**src/sv/psi_section_parser_core_assert.svh**
```systemverilog
// Assertion macros for the PSI section parser.
// Modules that include this must have clk and arst_n in scope.
`ifndef PSI_SECTION_PARSER_CORE_ASSERT_SVH
`define PSI_SECTION_PARSER_CORE_ASSERT_SVH

// Same-cycle implication, disabled during reset.
`define PSP_ASSERT_NOW(lbl, ante, cons) \
	lbl: assert property (@(posedge clk) disable iff (!arst_n) (ante) |-> (cons)) \
		else $error("assertion failed");

// Next-cycle implication, disabled during reset.
`define PSP_ASSERT_NEXT(lbl, ante, cons) \
	lbl: assert property (@(posedge clk) disable iff (!arst_n) (ante) |=> (cons)) \
		else $error("assertion failed");

`endif

```
**src/sv/psp_pkg.sv**
```systemverilog
// Shared types and constants of the PSI section parser.
// No dependencies.
package psp_pkg;

	localparam int MAX_PROGRAMS = 8;
	localparam int MAX_STREAMS  = 15;
	localparam int PROG_IDX_W   = $clog2(MAX_PROGRAMS);
	localparam int FIFO_DEPTH   = 4;
	localparam int FIFO_PTR_W   = $clog2(FIFO_DEPTH);
	localparam int ES_W         = 17;

	localparam logic [12:0] POS_MAX    = 13'h1FFF;
	localparam logic [11:0] PAT_HDR    = 12'd9;
	localparam logic [7:0]  TID_PAT    = 8'h00;
	localparam logic [7:0]  TID_PMT    = 8'h02;
	localparam logic [7:0]  TYPE_VIDEO = 8'h02;
	localparam logic [7:0]  TYPE_AUDIO = 8'h03;
	localparam logic [7:0]  TYPE_PRIV  = 8'h06;
	localparam logic [7:0]  TAG_TTX    = 8'd86;

	typedef enum logic [1:0] {
		MODE_IDLE = 2'd0,
		MODE_PAT  = 2'd1,
		MODE_PMT  = 2'd2
	} mode_t;

	typedef enum logic [2:0] {
		KIND_PAT_ENTRY = 3'd0,
		KIND_PAT_SUM   = 3'd1,
		KIND_PMT_ES    = 3'd2,
		KIND_PMT_SUM   = 3'd3,
		KIND_PMT_UNM   = 3'd4
	} kind_t;

	// classified byte as queued between front and back
	typedef struct packed {
		logic [7:0] data;
		logic       start;
		logic       is_pat;
		logic       is_pmt;
	} fe_item_t;

	typedef struct packed {
		logic [2:0]  result_kind;
		logic [3:0]  entry_index;
		logic [2:0]  channel_index;
		logic [15:0] number_value;
		logic [12:0] pid_value;
		logic [12:0] audio_pid;
		logic [7:0]  stream_type;
		logic [11:0] length_value;
		logic [7:0]  descriptor_tag;
		logic [4:0]  version;
		logic [3:0]  entry_count;
		logic        has_teletext;
	} result_t;

	// queue status seen by the front and back
	typedef struct packed {
		logic full;
		logic empty;
	} fifo_stat_t;

endpackage

```
**src/sv/psp_if.sv**
```systemverilog
// Channel interfaces of the PSI section parser: byte input and result output.
// No dependencies.
interface psp_in_if;
	logic       valid;
	logic       ready;
	logic [7:0] data_byte;
	logic       section_start;
	modport source (output valid, output data_byte, output section_start, input ready);
	modport sink (input valid, input data_byte, input section_start, output ready);
endinterface

interface psp_out_if;
	logic        valid;
	logic        ready;
	logic [2:0]  result_kind;
	logic [3:0]  entry_index;
	logic [2:0]  channel_index;
	logic [15:0] number_value;
	logic [12:0] pid_value;
	logic [12:0] audio_pid;
	logic [7:0]  stream_type;
	logic [11:0] length_value;
	logic [7:0]  descriptor_tag;
	logic [4:0]  version;
	logic [3:0]  entry_count;
	logic        has_teletext;
	modport source (output valid, output result_kind, output entry_index,
		output channel_index, output number_value, output pid_value, output audio_pid,
		output stream_type, output length_value, output descriptor_tag, output version,
		output entry_count, output has_teletext, input ready);
	modport sink (input valid, input result_kind, input entry_index,
		input channel_index, input number_value, input pid_value, input audio_pid,
		input stream_type, input length_value, input descriptor_tag, input version,
		input entry_count, input has_teletext, output ready);
endinterface

```
**src/sv/psp_fifo.sv**
```systemverilog
// Short queue of classified bytes between front and back.
// Depends on psp_pkg and psi_section_parser_core_assert.svh.
`include "psi_section_parser_core_assert.svh"
module psp_fifo (
	input  logic                clk,
	input  logic                arst_n,
	input  logic                push,
	input  psp_pkg::fe_item_t   wr_item,
	input  logic                pop,
	output psp_pkg::fe_item_t   rd_item,
	output psp_pkg::fifo_stat_t stat
);
	psp_pkg::fe_item_t                mem_q [psp_pkg::FIFO_DEPTH];
	logic [psp_pkg::FIFO_PTR_W-1:0]   wr_ptr_q;
	logic [psp_pkg::FIFO_PTR_W-1:0]   rd_ptr_q;
	logic [psp_pkg::FIFO_PTR_W:0]     count_q;

	always_ff @(posedge clk) begin
		if (push) begin
			mem_q[wr_ptr_q] <= wr_item;
		end
	end

	always_ff @(posedge clk or negedge arst_n) begin
		if (!arst_n) begin
			wr_ptr_q <= '0;
			rd_ptr_q <= '0;
			count_q  <= '0;
		end else begin
			if (push) wr_ptr_q <= wr_ptr_q + 1'b1;
			if (pop) rd_ptr_q <= rd_ptr_q + 1'b1;
			if (push && !pop) count_q <= count_q + 1'b1;
			else if (pop && !push) count_q <= count_q - 1'b1;
		end
	end

	assign rd_item    = mem_q[rd_ptr_q];
	assign stat.full  = (count_q == (psp_pkg::FIFO_PTR_W+1)'(psp_pkg::FIFO_DEPTH));
	assign stat.empty = (count_q == '0);

	`PSP_ASSERT_NOW(a_no_overflow, push, !stat.full || pop)
	`PSP_ASSERT_NOW(a_no_underflow, pop, !stat.empty)
	`PSP_ASSERT_NOW(a_count_range, 1'b1,
		count_q <= (psp_pkg::FIFO_PTR_W+1)'(psp_pkg::FIFO_DEPTH))
endmodule

```
**src/sv/psp_front.sv**
```systemverilog
// Front end: takes bytes off the input channel and classifies table ids.
// Depends on psp_pkg and psp_if.
module psp_front (
	psp_in_if.sink              in_ch,
	input  psp_pkg::fifo_stat_t stat,
	output logic                push,
	output psp_pkg::fe_item_t   item
);
	assign in_ch.ready = !stat.full;
	assign push        = in_ch.valid && !stat.full;

	always_comb begin
		item.data   = in_ch.data_byte;
		item.start  = in_ch.section_start;
		item.is_pat = in_ch.section_start && (in_ch.data_byte == psp_pkg::TID_PAT);
		item.is_pmt = in_ch.section_start && (in_ch.data_byte == psp_pkg::TID_PMT);
	end
endmodule

```
**src/sv/psp_parser.sv**
```systemverilog
// Back end: PAT/PMT byte parser with program table and result register.
// Depends on psp_pkg and psi_section_parser_core_assert.svh.
`include "psi_section_parser_core_assert.svh"
module psp_parser (
	input  logic                clk,
	input  logic                arst_n,
	input  psp_pkg::fifo_stat_t stat,
	input  psp_pkg::fe_item_t   item,
	output logic                pop,
	input  logic                res_ready,
	output logic                res_valid,
	output psp_pkg::result_t    res
);
	logic [12:0]             pos_q;
	psp_pkg::mode_t          mode_q;
	logic [11:0]             sec_len_q;
	logic [15:0]             prog_q [psp_pkg::MAX_PROGRAMS];
	logic [3:0]              prog_total_q;
	logic [15:0]             id_q;
	logic [4:0]              ver_q;
	logic [11:0]             info_len_q;
	logic [psp_pkg::ES_W-1:0] es_q;
	logic [15:0]             pend_prog_q;
	logic [7:0]              pend_type_q;
	logic [12:0]             pend_pid_q;
	logic [11:0]             pend_info_q;
	logic [3:0]              streams_q;
	logic [12:0]             audio_q;
	logic [12:0]             video_q;
	logic                    ttx_q;
	logic [2:0]              slot_q;
	logic                    out_valid_q;
	psp_pkg::result_t        out_q;

	logic [12:0]             n_pos;
	psp_pkg::mode_t          n_mode;
	logic [11:0]             n_sec_len;
	logic [3:0]              n_prog_total;
	logic [15:0]             n_id;
	logic [4:0]              n_ver;
	logic [11:0]             n_info_len;
	logic [psp_pkg::ES_W-1:0] n_es;
	logic [15:0]             n_pend_prog;
	logic [7:0]              n_pend_type;
	logic [12:0]             n_pend_pid;
	logic [11:0]             n_pend_info;
	logic [3:0]              n_streams;
	logic [12:0]             n_audio;
	logic [12:0]             n_video;
	logic                    n_ttx;
	logic [2:0]              n_slot;
	logic                    tbl_we;
	logic [psp_pkg::PROG_IDX_W-1:0] tbl_idx;
	logic                    r_v;
	psp_pkg::result_t        r;

	logic                    act;
	psp_pkg::mode_t          eff_mode;
	logic [12:0]             pos;
	logic [11:0]             sec_full;
	logic [11:0]             cnt;
	logic [12:0]             rel;
	logic [10:0]             idx;
	logic [15:0]             id_full;
	logic                    hit;
	logic [psp_pkg::ES_W-1:0] diff;
	logic [11:0]             info_full;
	logic [12:0]             pid_full;
	logic                    es_done;
	logic [7:0]              es_tag;
	logic [psp_pkg::ES_W:0]  es_end;

	assign pop = !stat.empty && (!out_valid_q || res_ready);

	always_comb begin
		n_pos = pos_q; n_mode = mode_q; n_sec_len = sec_len_q;
		n_prog_total = prog_total_q; n_id = id_q; n_ver = ver_q;
		n_info_len = info_len_q; n_es = es_q; n_pend_prog = pend_prog_q;
		n_pend_type = pend_type_q; n_pend_pid = pend_pid_q; n_pend_info = pend_info_q;
		n_streams = streams_q; n_audio = audio_q; n_video = video_q;
		n_ttx = ttx_q; n_slot = slot_q;
		tbl_we = 1'b0; tbl_idx = '0;
		r_v = 1'b0; r = '0;
		es_done = 1'b0; es_tag = '0;
		hit = 1'b0;
		pos = pos_q; eff_mode = mode_q;
		sec_full  = {sec_len_q[11:8], item.data};
		id_full   = {id_q[15:8], item.data};
		info_full = {pend_info_q[11:8], item.data};
		pid_full  = {pend_pid_q[12:8], item.data};
		cnt = '0; rel = '0; idx = '0; diff = '0; es_end = '0;

		if (item.start) begin
			pos = '0;
			if (item.is_pat) eff_mode = psp_pkg::MODE_PAT;
			else if (item.is_pmt) eff_mode = psp_pkg::MODE_PMT;
			else eff_mode = psp_pkg::MODE_IDLE;
			if (item.is_pmt) begin
				n_streams = '0; n_audio = '0; n_video = '0; n_ttx = 1'b0; n_slot = '0;
			end
		end
		act = (eff_mode != psp_pkg::MODE_IDLE);
		n_mode = eff_mode;

		if (act && eff_mode == psp_pkg::MODE_PAT) begin
			if (pos == 13'd1) begin
				n_sec_len = {item.data[3:0], 8'h00};
			end else if (pos == 13'd2) begin
				n_sec_len = sec_full;
				cnt = (sec_full >= psp_pkg::PAT_HDR) ? ((sec_full - psp_pkg::PAT_HDR) >> 2) : '0;
				n_prog_total = (cnt > 12'(psp_pkg::MAX_PROGRAMS)) ?
					4'(psp_pkg::MAX_PROGRAMS) : cnt[3:0];
			end else if (pos == 13'd3) begin
				n_id = {item.data, 8'h00};
			end else if (pos == 13'd4) begin
				n_id = id_full;
			end else if (pos == 13'd5) begin
				n_ver = item.data[5:1];
			end else if (pos >= 13'd8) begin
				rel = pos - 13'd8;
				idx = rel[12:2];
				if (idx >= {7'd0, prog_total_q}) begin
					if (rel == {7'd0, prog_total_q, 2'b00}) begin
						r_v = 1'b1;
						r.result_kind  = psp_pkg::KIND_PAT_SUM;
						r.number_value = id_q;
						r.length_value = sec_len_q;
						r.version      = ver_q;
						r.entry_count  = prog_total_q;
						n_mode = psp_pkg::MODE_IDLE;
					end
				end else begin
					case (rel[1:0])
						2'd0: n_pend_prog = {item.data, 8'h00};
						2'd1: n_pend_prog = {pend_prog_q[15:8], item.data};
						2'd2: n_pend_pid = {item.data[4:0], 8'h00};
						default: begin
							n_pend_pid = pid_full;
							tbl_we  = 1'b1;
							tbl_idx = idx[psp_pkg::PROG_IDX_W-1:0];
							r_v = 1'b1;
							r.result_kind  = psp_pkg::KIND_PAT_ENTRY;
							r.entry_index  = idx[3:0];
							r.number_value = pend_prog_q;
							r.pid_value    = pid_full;
						end
					endcase
				end
			end
		end else if (act) begin
			if (pos == 13'd1) begin
				n_sec_len = {item.data[3:0], 8'h00};
			end else if (pos == 13'd2) begin
				n_sec_len = sec_full;
			end else if (pos == 13'd3) begin
				n_id = {item.data, 8'h00};
			end else if (pos == 13'd4) begin
				n_id = id_full;
				// lowest matching slot wins
				for (int i = psp_pkg::MAX_PROGRAMS - 1; i >= 0; i--) begin
					if ((5'(i) < {1'b0, prog_total_q}) && (prog_q[i] == id_full)) begin
						hit = 1'b1;
						n_slot = 3'(i);
					end
				end
				if (!hit) begin
					r_v = 1'b1;
					r.result_kind  = psp_pkg::KIND_PMT_UNM;
					r.number_value = id_full;
					r.length_value = sec_len_q;
					n_mode = psp_pkg::MODE_IDLE;
				end
			end else if (pos == 13'd10) begin
				n_info_len = {item.data[3:0], 8'h00};
			end else if (pos == 13'd11) begin
				n_info_len = {info_len_q[11:8], item.data};
				n_es = psp_pkg::ES_W'(12) + psp_pkg::ES_W'({info_len_q[11:8], item.data});
			end else if (pos >= 13'd12 && psp_pkg::ES_W'(pos) >= es_q) begin
				diff = psp_pkg::ES_W'(pos) - es_q;
				es_end = {1'b0, es_q} + (psp_pkg::ES_W+1)'(5);
				case (diff)
					psp_pkg::ES_W'(0): begin
						if (streams_q >= 4'(psp_pkg::MAX_STREAMS) ||
								es_end >= (psp_pkg::ES_W+1)'(sec_len_q)) begin
							r_v = 1'b1;
							r.result_kind   = psp_pkg::KIND_PMT_SUM;
							r.channel_index = slot_q;
							r.number_value  = id_q;
							r.pid_value     = video_q;
							r.audio_pid     = audio_q;
							r.length_value  = sec_len_q;
							r.entry_count   = streams_q;
							r.has_teletext  = ttx_q;
							n_mode = psp_pkg::MODE_IDLE;
						end else begin
							n_pend_type = item.data;
						end
					end
					psp_pkg::ES_W'(1): n_pend_pid = {item.data[4:0], 8'h00};
					psp_pkg::ES_W'(2): n_pend_pid = pid_full;
					psp_pkg::ES_W'(3): n_pend_info = {item.data[3:0], 8'h00};
					psp_pkg::ES_W'(4): begin
						n_pend_info = info_full;
						if (info_full == '0) begin
							n_es = es_q + psp_pkg::ES_W'(5);
							es_done = 1'b1;
						end
					end
					psp_pkg::ES_W'(5): begin
						n_es = es_q + psp_pkg::ES_W'(5) + psp_pkg::ES_W'(pend_info_q);
						es_done = 1'b1;
						es_tag = item.data;
					end
					default: ;
				endcase
				if (es_done) begin
					r_v = 1'b1;
					r.result_kind    = psp_pkg::KIND_PMT_ES;
					r.entry_index    = streams_q;
					r.channel_index  = slot_q;
					r.number_value   = id_q;
					r.pid_value      = pend_pid_q;
					r.stream_type    = pend_type_q;
					r.length_value   = n_pend_info;
					r.descriptor_tag = es_tag;
					if (pend_type_q == psp_pkg::TYPE_AUDIO) n_audio = pend_pid_q;
					else if (pend_type_q == psp_pkg::TYPE_VIDEO) n_video = pend_pid_q;
					if (pend_type_q == psp_pkg::TYPE_PRIV && es_tag == psp_pkg::TAG_TTX)
						n_ttx = 1'b1;
					n_streams = streams_q + 4'd1;
				end
			end
		end

		if (act) n_pos = (pos != psp_pkg::POS_MAX) ? pos + 13'd1 : pos;
	end

	always_ff @(posedge clk) begin
		if (pop && tbl_we) begin
			prog_q[tbl_idx] <= n_pend_prog;
		end
		if (pop && r_v) begin
			out_q <= r;
		end
	end

	always_ff @(posedge clk or negedge arst_n) begin
		if (!arst_n) begin
			pos_q <= '0; mode_q <= psp_pkg::MODE_IDLE; sec_len_q <= '0;
			prog_total_q <= '0; id_q <= '0; ver_q <= '0; info_len_q <= '0;
			es_q <= '0; pend_prog_q <= '0; pend_type_q <= '0; pend_pid_q <= '0;
			pend_info_q <= '0; streams_q <= '0; audio_q <= '0; video_q <= '0;
			ttx_q <= 1'b0; slot_q <= '0; out_valid_q <= 1'b0;
		end else begin
			if (pop) begin
				pos_q <= n_pos; mode_q <= n_mode; sec_len_q <= n_sec_len;
				prog_total_q <= n_prog_total; id_q <= n_id; ver_q <= n_ver;
				info_len_q <= n_info_len; es_q <= n_es; pend_prog_q <= n_pend_prog;
				pend_type_q <= n_pend_type; pend_pid_q <= n_pend_pid;
				pend_info_q <= n_pend_info; streams_q <= n_streams; audio_q <= n_audio;
				video_q <= n_video; ttx_q <= n_ttx; slot_q <= n_slot;
			end
			if (pop && r_v) out_valid_q <= 1'b1;
			else if (res_ready) out_valid_q <= 1'b0;
		end
	end

	assign res_valid = out_valid_q;
	assign res       = out_q;

	`PSP_ASSERT_NOW(a_result_needs_mode, pop && r_v, eff_mode != psp_pkg::MODE_IDLE)
	`PSP_ASSERT_NEXT(a_idle_after_summary,
		pop && r_v && (r.result_kind == psp_pkg::KIND_PAT_SUM ||
			r.result_kind == psp_pkg::KIND_PMT_SUM || r.result_kind == psp_pkg::KIND_PMT_UNM),
		mode_q == psp_pkg::MODE_IDLE)
	`PSP_ASSERT_NOW(a_total_range, 1'b1, prog_total_q <= 4'(psp_pkg::MAX_PROGRAMS))
endmodule

```
**src/sv/psi_section_parser_core.sv**
```systemverilog
// PSI section parser: one section byte per transfer, table id flagged by section_start.
// A PAT gives one result per program (up to 8) and a summary; a PMT whose program is in
// the stored PAT gives one result per stream (up to 15) and a summary, else one unmatched
// result. One byte is taken per cycle while the byte queue has room; the parser handles
// each byte combinationally as it leaves the queue, and a four-entry byte queue plus a
// one-entry result register let input keep flowing while a result waits in that register.
// Depends on psp_pkg, psp_if, psp_front, psp_fifo and psp_parser.
module psi_section_parser_core (
	input logic        clk,
	input logic        arst_n,
	psp_in_if.sink     in_ch,
	psp_out_if.source  out_ch
);
	psp_pkg::fifo_stat_t stat;
	psp_pkg::fe_item_t   wr_item;
	psp_pkg::fe_item_t   rd_item;
	psp_pkg::result_t    res;
	logic                push;
	logic                pop;

	psp_front u_front (
		.in_ch (in_ch),
		.stat  (stat),
		.push  (push),
		.item  (wr_item)
	);

	psp_fifo u_fifo (
		.clk     (clk),
		.arst_n  (arst_n),
		.push    (push),
		.wr_item (wr_item),
		.pop     (pop),
		.rd_item (rd_item),
		.stat    (stat)
	);

	psp_parser u_parser (
		.clk       (clk),
		.arst_n    (arst_n),
		.stat      (stat),
		.item      (rd_item),
		.pop       (pop),
		.res_ready (out_ch.ready),
		.res_valid (out_ch.valid),
		.res       (res)
	);

	assign out_ch.result_kind    = res.result_kind;
	assign out_ch.entry_index    = res.entry_index;
	assign out_ch.channel_index  = res.channel_index;
	assign out_ch.number_value   = res.number_value;
	assign out_ch.pid_value      = res.pid_value;
	assign out_ch.audio_pid      = res.audio_pid;
	assign out_ch.stream_type    = res.stream_type;
	assign out_ch.length_value   = res.length_value;
	assign out_ch.descriptor_tag = res.descriptor_tag;
	assign out_ch.version        = res.version;
	assign out_ch.entry_count    = res.entry_count;
	assign out_ch.has_teletext   = res.has_teletext;
endmodule
```
**src/flat_wrapper.sv**
```systemverilog
// flat-port wrapper written by rule: the top's interface ports become plain ports
module psi_section_parser_core_flat 
  (clk, arst_n, in_ch_valid, in_ch_data_byte, in_ch_section_start, in_ch_ready, out_ch_valid, out_ch_result_kind, out_ch_entry_index, out_ch_channel_index, out_ch_number_value, out_ch_pid_value, out_ch_audio_pid, out_ch_stream_type, out_ch_length_value, out_ch_descriptor_tag, out_ch_version, out_ch_entry_count, out_ch_has_teletext, out_ch_ready);
  psp_in_if in_ch_i ();
  psp_out_if out_ch_i ();
  input logic clk;
  input logic arst_n;
  input wire logic [$bits(in_ch_i.valid)-1:0] in_ch_valid;
  input wire logic [$bits(in_ch_i.data_byte)-1:0] in_ch_data_byte;
  input wire logic [$bits(in_ch_i.section_start)-1:0] in_ch_section_start;
  output wire logic [$bits(in_ch_i.ready)-1:0] in_ch_ready;
  output wire logic [$bits(out_ch_i.valid)-1:0] out_ch_valid;
  output wire logic [$bits(out_ch_i.result_kind)-1:0] out_ch_result_kind;
  output wire logic [$bits(out_ch_i.entry_index)-1:0] out_ch_entry_index;
  output wire logic [$bits(out_ch_i.channel_index)-1:0] out_ch_channel_index;
  output wire logic [$bits(out_ch_i.number_value)-1:0] out_ch_number_value;
  output wire logic [$bits(out_ch_i.pid_value)-1:0] out_ch_pid_value;
  output wire logic [$bits(out_ch_i.audio_pid)-1:0] out_ch_audio_pid;
  output wire logic [$bits(out_ch_i.stream_type)-1:0] out_ch_stream_type;
  output wire logic [$bits(out_ch_i.length_value)-1:0] out_ch_length_value;
  output wire logic [$bits(out_ch_i.descriptor_tag)-1:0] out_ch_descriptor_tag;
  output wire logic [$bits(out_ch_i.version)-1:0] out_ch_version;
  output wire logic [$bits(out_ch_i.entry_count)-1:0] out_ch_entry_count;
  output wire logic [$bits(out_ch_i.has_teletext)-1:0] out_ch_has_teletext;
  input wire logic [$bits(out_ch_i.ready)-1:0] out_ch_ready;
  assign in_ch_i.valid = in_ch_valid;
  assign in_ch_i.data_byte = in_ch_data_byte;
  assign in_ch_i.section_start = in_ch_section_start;
  assign in_ch_ready = in_ch_i.ready;
  assign out_ch_valid = out_ch_i.valid;
  assign out_ch_result_kind = out_ch_i.result_kind;
  assign out_ch_entry_index = out_ch_i.entry_index;
  assign out_ch_channel_index = out_ch_i.channel_index;
  assign out_ch_number_value = out_ch_i.number_value;
  assign out_ch_pid_value = out_ch_i.pid_value;
  assign out_ch_audio_pid = out_ch_i.audio_pid;
  assign out_ch_stream_type = out_ch_i.stream_type;
  assign out_ch_length_value = out_ch_i.length_value;
  assign out_ch_descriptor_tag = out_ch_i.descriptor_tag;
  assign out_ch_version = out_ch_i.version;
  assign out_ch_entry_count = out_ch_i.entry_count;
  assign out_ch_has_teletext = out_ch_i.has_teletext;
  assign out_ch_i.ready = out_ch_ready;
  psi_section_parser_core u_core (.clk(clk), .arst_n(arst_n), .in_ch(in_ch_i), .out_ch(out_ch_i));
endmodule
```
**config.mk**
```make
export PLATFORM = sky130hd
export DESIGN_NAME = psi_section_parser_core_flat
export DESIGN_NICKNAME = d
export VERILOG_FILES = /design/src/sv/psp_pkg.sv /design/src/sv/psp_if.sv /design/src/sv/psp_fifo.sv /design/src/sv/psp_front.sv /design/src/sv/psp_parser.sv /design/src/sv/psi_section_parser_core.sv /design/src/flat_wrapper.sv
export VERILOG_INCLUDE_DIRS = /design/src /design/src/sv
export SDC_FILE = /design/constraint.sdc
export NUM_CORES = 1
export LEC_CHECK = 0
export ABC_CLOCK_PERIOD_IN_PS = 10400
export BUFFER_PORTS_ARGS = -buffer_cell sky130_fd_sc_hd__clkbuf_2
export CAP_MARGIN = 10
export CORE_MARGIN = 1
export CORE_UTILIZATION = 32
export CTS_CLUSTER_SIZE = 14
export DETAILED_ROUTE_END_ITERATION = 8
export PLACE_DENSITY = 0.51
export RECOVER_POWER = 50
export SLEW_MARGIN = 15
export SYNTH_ARGS = -nofsm -noshare
export SYNTH_HDL_FRONTEND = slang
export SYNTH_SLANG_ARGS = --single-unit
export TNS_END_PERCENT = 10
```
**constraint.sdc**
```tcl
create_clock -name clk -period 10.4 [get_ports clk]
set_input_delay 1.56 -clock clk [delete_from_list [all_inputs] [get_ports clk]]
set_output_delay 1.56 -clock clk [all_outputs]
set_load 0.01 [all_outputs]
```
# Word level (Yosys, flattened, before mapping)
# Memory sizes are Yosys's and may differ from the RTL's.
# Cells that the tools add are included.
[totals]
register_bits = 254
ram_bits = 172
input_bits = 13
out_inout_bits = 92
elab_cells = 471
mem_count = 2
[classes]
add_sub_neg = 13
order_cmp = 16
eq_ne = 40
mux = 295
bitwise = 15
n_reduce_logical = 56
[memory_table]
columns = ["memory", "words", "width", "read_ports", "rd_ports_with_merged_regs", "write_ports", "line_no", "rtl"]
rows = [
  ["u_core.u_parser.prog_q", 8, 16, 8, 0, 1, "psp_parser.sv:17", "logic [15:0] prog_q [psp_pkg::MAX_PROGRAMS];"],
  ["u_core.u_fifo.mem_q", 4, 11, 1, 0, 1, "psp_fifo.sv:13", "psp_pkg::fe_item_t mem_q [psp_pkg::FIFO_DEPTH];"],
]
[ops]
columns = ["cell", "count"]
rows = [
  ["$mux W13", 46],
  ["$mux W80", 7],
  ["$mux W16", 17],
  ["$mux W29", 8],
  ["$mux W12", 17],
  ["$eq A16 B16 Y1", 8],
  ["$mux W8", 14],
  ["$mux W4", 24],
  ["$mux W3", 30],
  ["$mux W45", 2],
  ["$mux W1", 74],
  ["$mux W7", 8],
  ["$pmux W13 S2", 2],
  ["$mux W17", 3],
  ["$mux W2", 25],
  ["$mux W5", 10],
  ["$mux W38", 1],
  ["$eq A17 B2 Y1 const B", 2],
  ["$eq A17 B3 Y1 const B", 2],
  ["$mux W34", 1],
  ["$pmux W17 S2", 1],
  ["$pmux W16 S2", 1],
  ["$mux W28", 1],
  ["$eq A13 B2 Y1 const B", 2],
  ["other kinds (65)", 129],
]

# Logic depth before layout (Yosys ltp)
# An unclocked memory read counts as a cell.
[depth]
word_depth = 27
ltp_mapped = 22
mapped_depth_nobuf = 16

# By module
# Synthesis repeated with hierarchy kept, for this count alone.
[hier_totals]
hier_cells = 1939
hier_area_um2 = 21837.2
[modules_own_cells]
columns = ["mod", "instances", "cells_each", "area_per_inst_um2", "seq_area_each_um2"]
rows = [
  ["psp_parser", 1, 1832, 19741.4, 10475.0],
  ["psp_fifo", 1, 91, 1986.9, 1496.4],
  ["psp_front", 1, 16, 108.9, 0.0],
]

# Worst setup path before layout
# OpenSTA, ideal clock, no wires.
[synth_timing]
path_kind = "reg2reg"
startpoint = "register u_core.u_fifo.rd_ptr_q[0] (netlist name)"
endpoint = "register u_core.u_parser.out_q (netlist bit u_core.u_parser.res[0]), enable pin"
setup_ps = 663
arrival_time_ps = 10801
required_ps = 9737
path_slack_ps = -1064
stages_incl_launch_ff = 20
path_buffers = 4
period_less_slack_ps = 11464
cell_sequence = "dfrtp_1 buf_2 mux2i_1 mux2_2 buf_1 clkbuf_1 and2_1 ha_1 clkbuf_1 o21a_1 o21ai_0 a21oi_1 nor4b_1 or3b_1 or4b_1 nor4b_2 nand3_1 nor3_2 a31oi_1 o21ai_0"
[synth_via]
elab_chain_len = 25
word_cells_on_any_way = 94
classes_between = "add/sub: 2; order compare: 4; eq/ne: 21; mux: 50; reduce/logical: 16; memory: 1"
[synth_lines]
columns = ["element", "line_no", "rtl"]
rows = [
  ["from (decl)", "psp_fifo.sv:15", "logic [psp_pkg::FIFO_PTR_W-1:0] rd_ptr_q;"],
  ["from (signal assigned)", "psp_fifo.sv:31", "if (pop) rd_ptr_q <= rd_ptr_q + 1'b1;"],
  ["$mem_v2 Z4 W11 *", "-", ""],
  ["$mux W13 or $eq A16 B16 Y1 (tied branches)", "psp_parser.sv:93, psp_parser.sv:161", ""],
  ["$sub A13 B17 Y17 or $logic_and A1 B1 Y1 (tied branches)", "psp_parser.sv:179, psp_parser.sv:161", ""],
  ["$eq A17 B3 Y1 or $mux W1 (tied branches)", "psp_parser.sv:181, psp_parser.sv:161", ""],
  ["$pmux W1 S2 or $mux W1 (tied branches)", "psp_parser.sv:181, psp_parser.sv:161", ""],
  ["$mux W1 (on tied branches)", "psp_parser.sv:178, psp_parser.sv:161", ""],
  ["$mux W1 (on tied branches)", "psp_parser.sv:175, psp_parser.sv:161", ""],
  ["$mux W1 (on tied branches)", "psp_parser.sv:173, psp_parser.sv:161", ""],
  ["(+9 left out)", "-", ""],
  ["$mux W1 (on tied branches)", "psp_parser.sv:173, psp_parser.sv:166", ""],
  ["$mux W1", "psp_parser.sv:157", "end else if (pos == 13'd4) begin"],
  ["$mux W1", "psp_parser.sv:155", "end else if (pos == 13'd3) begin"],
  ["$mux W1", "psp_parser.sv:153", "end else if (pos == 13'd2) begin"],
  ["$mux W1", "psp_parser.sv:151", "if (pos == 13'd1) begin"],
  ["$mux W1", "psp_parser.sv:150", "end else if (act) begin"],
  ["$mux W1 *", "psp_parser.sv:105", "if (act && eff_mode == psp_pkg::MODE_PAT) begin"],
  ["$logic_and A1 B1 Y1 *", "psp_parser.sv:242", "if (pop && r_v) begin"],
  ["to (signal assigned)", "psp_parser.sv:243", "out_q <= r;"],
  ["to (decl)", "psp_parser.sv:33", "psp_pkg::result_t out_q;"],
]
# Every way passes the cells marked *; elsewhere a longest branch is shown, timed or not. The select of a mux whose other input is x is not followed.
# A chain may end at the register's enable or synchronous reset.

# Worst setup path in the final report
[layout_timing]
startpoint = "register u_core.u_fifo.rd_ptr_q[1] (netlist name)"
endpoint = "register u_core.u_parser.out_q (netlist bit u_core.u_parser.res[23]), enable pin"
# Same word-level chain as after synthesis.

==> flow_metrics.py <==
metrics = {
    "run_status": {
        "status": "complete, but fails checks",
        "violations": "max-capacitance violations, max-slew violations",
    },
    "clock_tree": {
        "clkLatencyLatePin_ns": 0.61,
        "cts_buffers": 49,
        "clkSlewWorstSetupHoldPaths_ns": 0.06,
        "ctsHoldBuffers": 0,
        "htree_levels": 2,
        "cts_resized": 0,
        "cts_tree": "built",
        "post-cts-setup-buffer-count": 0,
        "cts.sinks": 426,
        "cts.path.max_buffers": 3,
        "clockRootBuffer": "clkbuf_16",
    },
    "critical_path": {
        "cp_common_cell": "a31oi_1",
        "critPathArrivalTime_ns": 8.70,
        "worstSetupPathType": "register to register",
        "cp_slowest_stage_delay_ns": 1.47,
        "cpMaxStageDelayCell": "clkbuf_1",
        "path_cells": "mux4_2, clkbuf_1, a31oi_1, o311ai_0, o32ai_1, o21ai_0, xor2_1, nand2b_1, nor3_2, a31oi_1, o21ai_4, buf_4",
        "worst_setup_path_start_kind": "register",
        "path_delay_family": "compound AO/OA/AOI/OAI gates",
        "crit_path_end_kind": "register",
        "critical_path.max_fanout": 75,
        "worst-path-buf-inv": 2,
        "worst_ep_required_time_ns": 10.60,
    },
    "pwr": {
        "clkPwrFrac_pct": 27.6,
        "comb_power_share_pct": 36.4,
        "pwr_density_cell_nw_per_um2": 236,
        "power.internal_mw": 3.53,
        "p_sw_mw": 2.43,
        "leakage_nw": 9.65,
        "switching_share_pct": 40.8,
        "p_total_mw": 5.95,
        "ir_drop_v": 0.000111,
        "p_seq_share_pct": 36.1,
    },
    "yosys": {
        "yosysTopAreaCell": "edfxtp_1",
        "synth_warnings": 0,
        "synth-simple-area-share_pct": 14.7,
        "synthMuxAreaShare_pct": 4.69,
        "synth_edf_count": 262,
        "ys_seq_area_share_pct": 53.6,
        "synth-async-reset-ratio_pct": 38.5,
        "ys_seq_elements": 426,
        "synth_xor_area_share_pct": 7.33,
        "synthTopCellsByArea": "edfxtp_1 35%, dfrtp_1 18%, xnor2_1 5.3%",
        "synth_compound_area_share_pct": 13.3,
        "synth_top_family_by_area": "simple AND/OR/NAND/NOR gates",
        "netlist_top_cells_count": "262 x edfxtp_1, 171 x nand2_1, 164 x dfrtp_1, 136 x xnor2_1, 117 x nor2_1",
        "postSynthAreaPerCell_sq_um": 11.3,
        "synthesis.area_sq_um": 22300,
        "synthFlopType": "edfxtp_1",
        "postSynthCellCount": 1972,
        "synth_nets": 2035,
        "ys_types": 96,
        "yosysTopAreaCellShare_pct": 35.2,
        "synthAdderAreaFrac_pct": 3.12,
        "synth.most_common_cell": "edfxtp_1",
    },
    "drt": {
        "antenna_left": 0,
        "num_vias": 16500,
        "wl_per_cell_um": 23.7,
        "firstDrtPassIters": 8,
        "drt_iter0_drc": 1639,
        "wl_um": 71700,
        "drc_errors": 0,
        "vias_per_cell": 5.47,
    },
    "global_routing": {
        "grt_pass1_wl_um": 106000,
        "track_usage_pct": 20.0,
        "grt_start_max_net_pins": 76,
        "grt_pass1_vias": 16200,
        "gr-total-overflow": 0,
        "antenna_found_initial": 5,
    },
    "timing": {
        "worstMarginPinSlew_ns": 3.81,
        "setup_viol": 0,
        "grt_setup_unrepaired": "no",
        "setup_ws_ns": 1.89,
        "fin_crit_sh_pct": 81.8,
        "slew_violations": 235,
        "fmax_mhz": 118,
        "finalSetupTns_ns": 0,
        "slew_headroom_pct": -154,
        "fin_crit_ns": 8.51,
        "skew_ns": 0.0363,
        "hold_viol_final": 0,
    },
    "cells_and_area": {
        "fillers": 6797,
        "drive_gt1_share_pct": 9.47,
        "fin_nets": 2115,
        "multi_input_area_sq_um": 9660,
        "n_antenna_cell": 0,
        "syn2layout_area_growth_pct": 12.9,
        "fin_area_sq_um": 25200,
        "register_area_sq_um": 12000,
        "final_util_pct": 36.7,
    },
    "die": {
        "initial_core_util_pct": 32.5,
        "dieArea_sq_um": 70900,
        "core_sq_um": 68800,
        "rows": 96,
        "die_y_um": 266,
        "die_width_um": 266,
        "ios": 105,
    },
    "placed_design": {
        "place.gp.congestion": 0.916,
        "post-place-ws_ns": 2.61,
        "dp_hpwl_um": 50900,
        "dpl_cell_area_sq_um": 23900,
        "io_buffers": 104,
    },
    "flow_run": {
        "maxCapViolCount": 5,
    },
    "hold_path": {
        "min_path_type": "register to register",
    },
}
-- worst paths after layout --
check                                                       start                                         end  slack, ns  depth (start not counted)
max                         u_core.u_fifo.rd_ptr_q[1]$_DFFE_PN0P_           u_core.u_parser.res[23]$_DFFE_PP_       1.89                         12
max reg2reg                 u_core.u_fifo.rd_ptr_q[1]$_DFFE_PN0P_           u_core.u_parser.res[23]$_DFFE_PP_       1.89                         12
min reg2reg                u_core.u_parser.audio_q[5]$_DFFE_PN0P_      u_core.u_parser.audio_q[5]$_DFFE_PN0P_       0.50                          1
max in group asynchronous                                  arst_n      u_core.u_parser.audio_q[0]$_DFFE_PN0P_       3.89                          2
min                        u_core.u_parser.audio_q[5]$_DFFE_PN0P_      u_core.u_parser.audio_q[5]$_DFFE_PN0P_       0.50                          1
min in group asynchronous                                  arst_n  u_core.u_parser.info_len_q[10]$_DFFE_PN0P_       1.85                          1
-- sequential cells by signal (all words and copies together), names as in the netlist, 4 cells and up --
name / count
u_core.u_parser.video_q: 13
u_core.u_parser.pos_q: 13
u_core.u_parser.res: 90
u_core.u_parser.ver_q: 5
u_core.u_parser.info_len_q: 4
u_core.u_parser.es_q: 17
u_core.u_fifo.mem_q: 44
u_core.u_parser.pend_prog_q: 16
u_core.u_parser.pend_pid_q: 13
u_core.u_parser.prog_total_q: 4
u_core.u_parser.audio_q: 13
u_core.u_parser.pend_type_q: 8
u_core.u_parser.pend_info_q: 12
u_core.u_parser.sec_len_q: 12
u_core.u_parser.id_q: 16
u_core.u_parser.streams_q: 4
u_core.u_parser.prog_q: 128
-- through the flow --
stage / std cells / hold WS [ns]
CTS: 3022 / 0.498
floorplan: 1972 / 0.448
detailed placement: 2932 / 0.481
global route: 3022 / 0.515
finish: 3022 / 0.495
global placement: 2932 / 0.481
-- layout make-up --
class                      instances  share of cell area, %
clock buffer                      68                   5.38
clock inverter                    22                  0.620
inverter                          64                  0.952
multi-input combinational       1363                   38.3
sequential                       426                   47.4
tap                              931                   4.62
timing repair buffer             148                   2.71
-- worst reg2reg max path, delay by kind of cell (launching register included) --
kind / cells / cell delay, ns
xor gates and xnor gates: 1 / 0.25
muxes: 1 / 0.73
AOI/OAI and AO/OA: 6 / 2.45
buffers and inverters: 2 / 2.29
DFF: 1 / 0.98
and+or+nand+nor: 2 / 1.25
-- metal layers --
layer	vias to the layer above	track usage [%]	share of wire, %
met5	-	0	0
met2	585	31.7	46
met3	116	3.92	6.7
met1	8296	27.7	45
li1	7527	-	-
met4	0	5.78	2.6
-- power by group through the flow --
stage	Clock (mW)	Combinational (mW)	Sequential (mW)
finish	1.64	2.17	2.15
CTS	1.67	2.16	2.15
detailed placement	0	2.15	2.18
global route	1.74	2.33	2.17
global placement	0	2.14	2.17
floorplan	0	1.49	2.04
-- cell families after synthesis --
kind of cell,after synthesis
muxes,86
AOI/OAI and AO/OA,406
xor gates and xnor gates,187
DFF,426
buffers and inverters,183
adders and majority gates,55
and+or+nand+nor,629
-- placed cells by master, fill, tap and decap left out, types with 18 or more instances in the layout --
cell / netlist / final
edfxtp_1: 262 / 262
nand2_1: 171 / 171
dfrtp_1: 164 / 164
xnor2_1: 136 / 136
clkbuf_1: 92 / 126
nor2_1: 117 / 117
o21ai_0: 89 / 82
inv_1: 64 / 64
a22o_1: 57 / 57
mux2_2: 53 / 53
nor3_1: 51 / 51
xor2_1: 51 / 51
a21oi_1: 48 / 49
clkbuf_16: 0 / 49
ha_1: 47 / 47
and2_1: 41 / 40
nand3_1: 40 / 40
nand4_1: 35 / 35
buf_4: 3 / 34
and3_1: 31 / 31
nor4_1: 31 / 30
o31ai_1: 19 / 19
mux2i_1: 18 / 18
or3_1: 18 / 18
No activity file was read; power rests on OpenSTA's default activity.
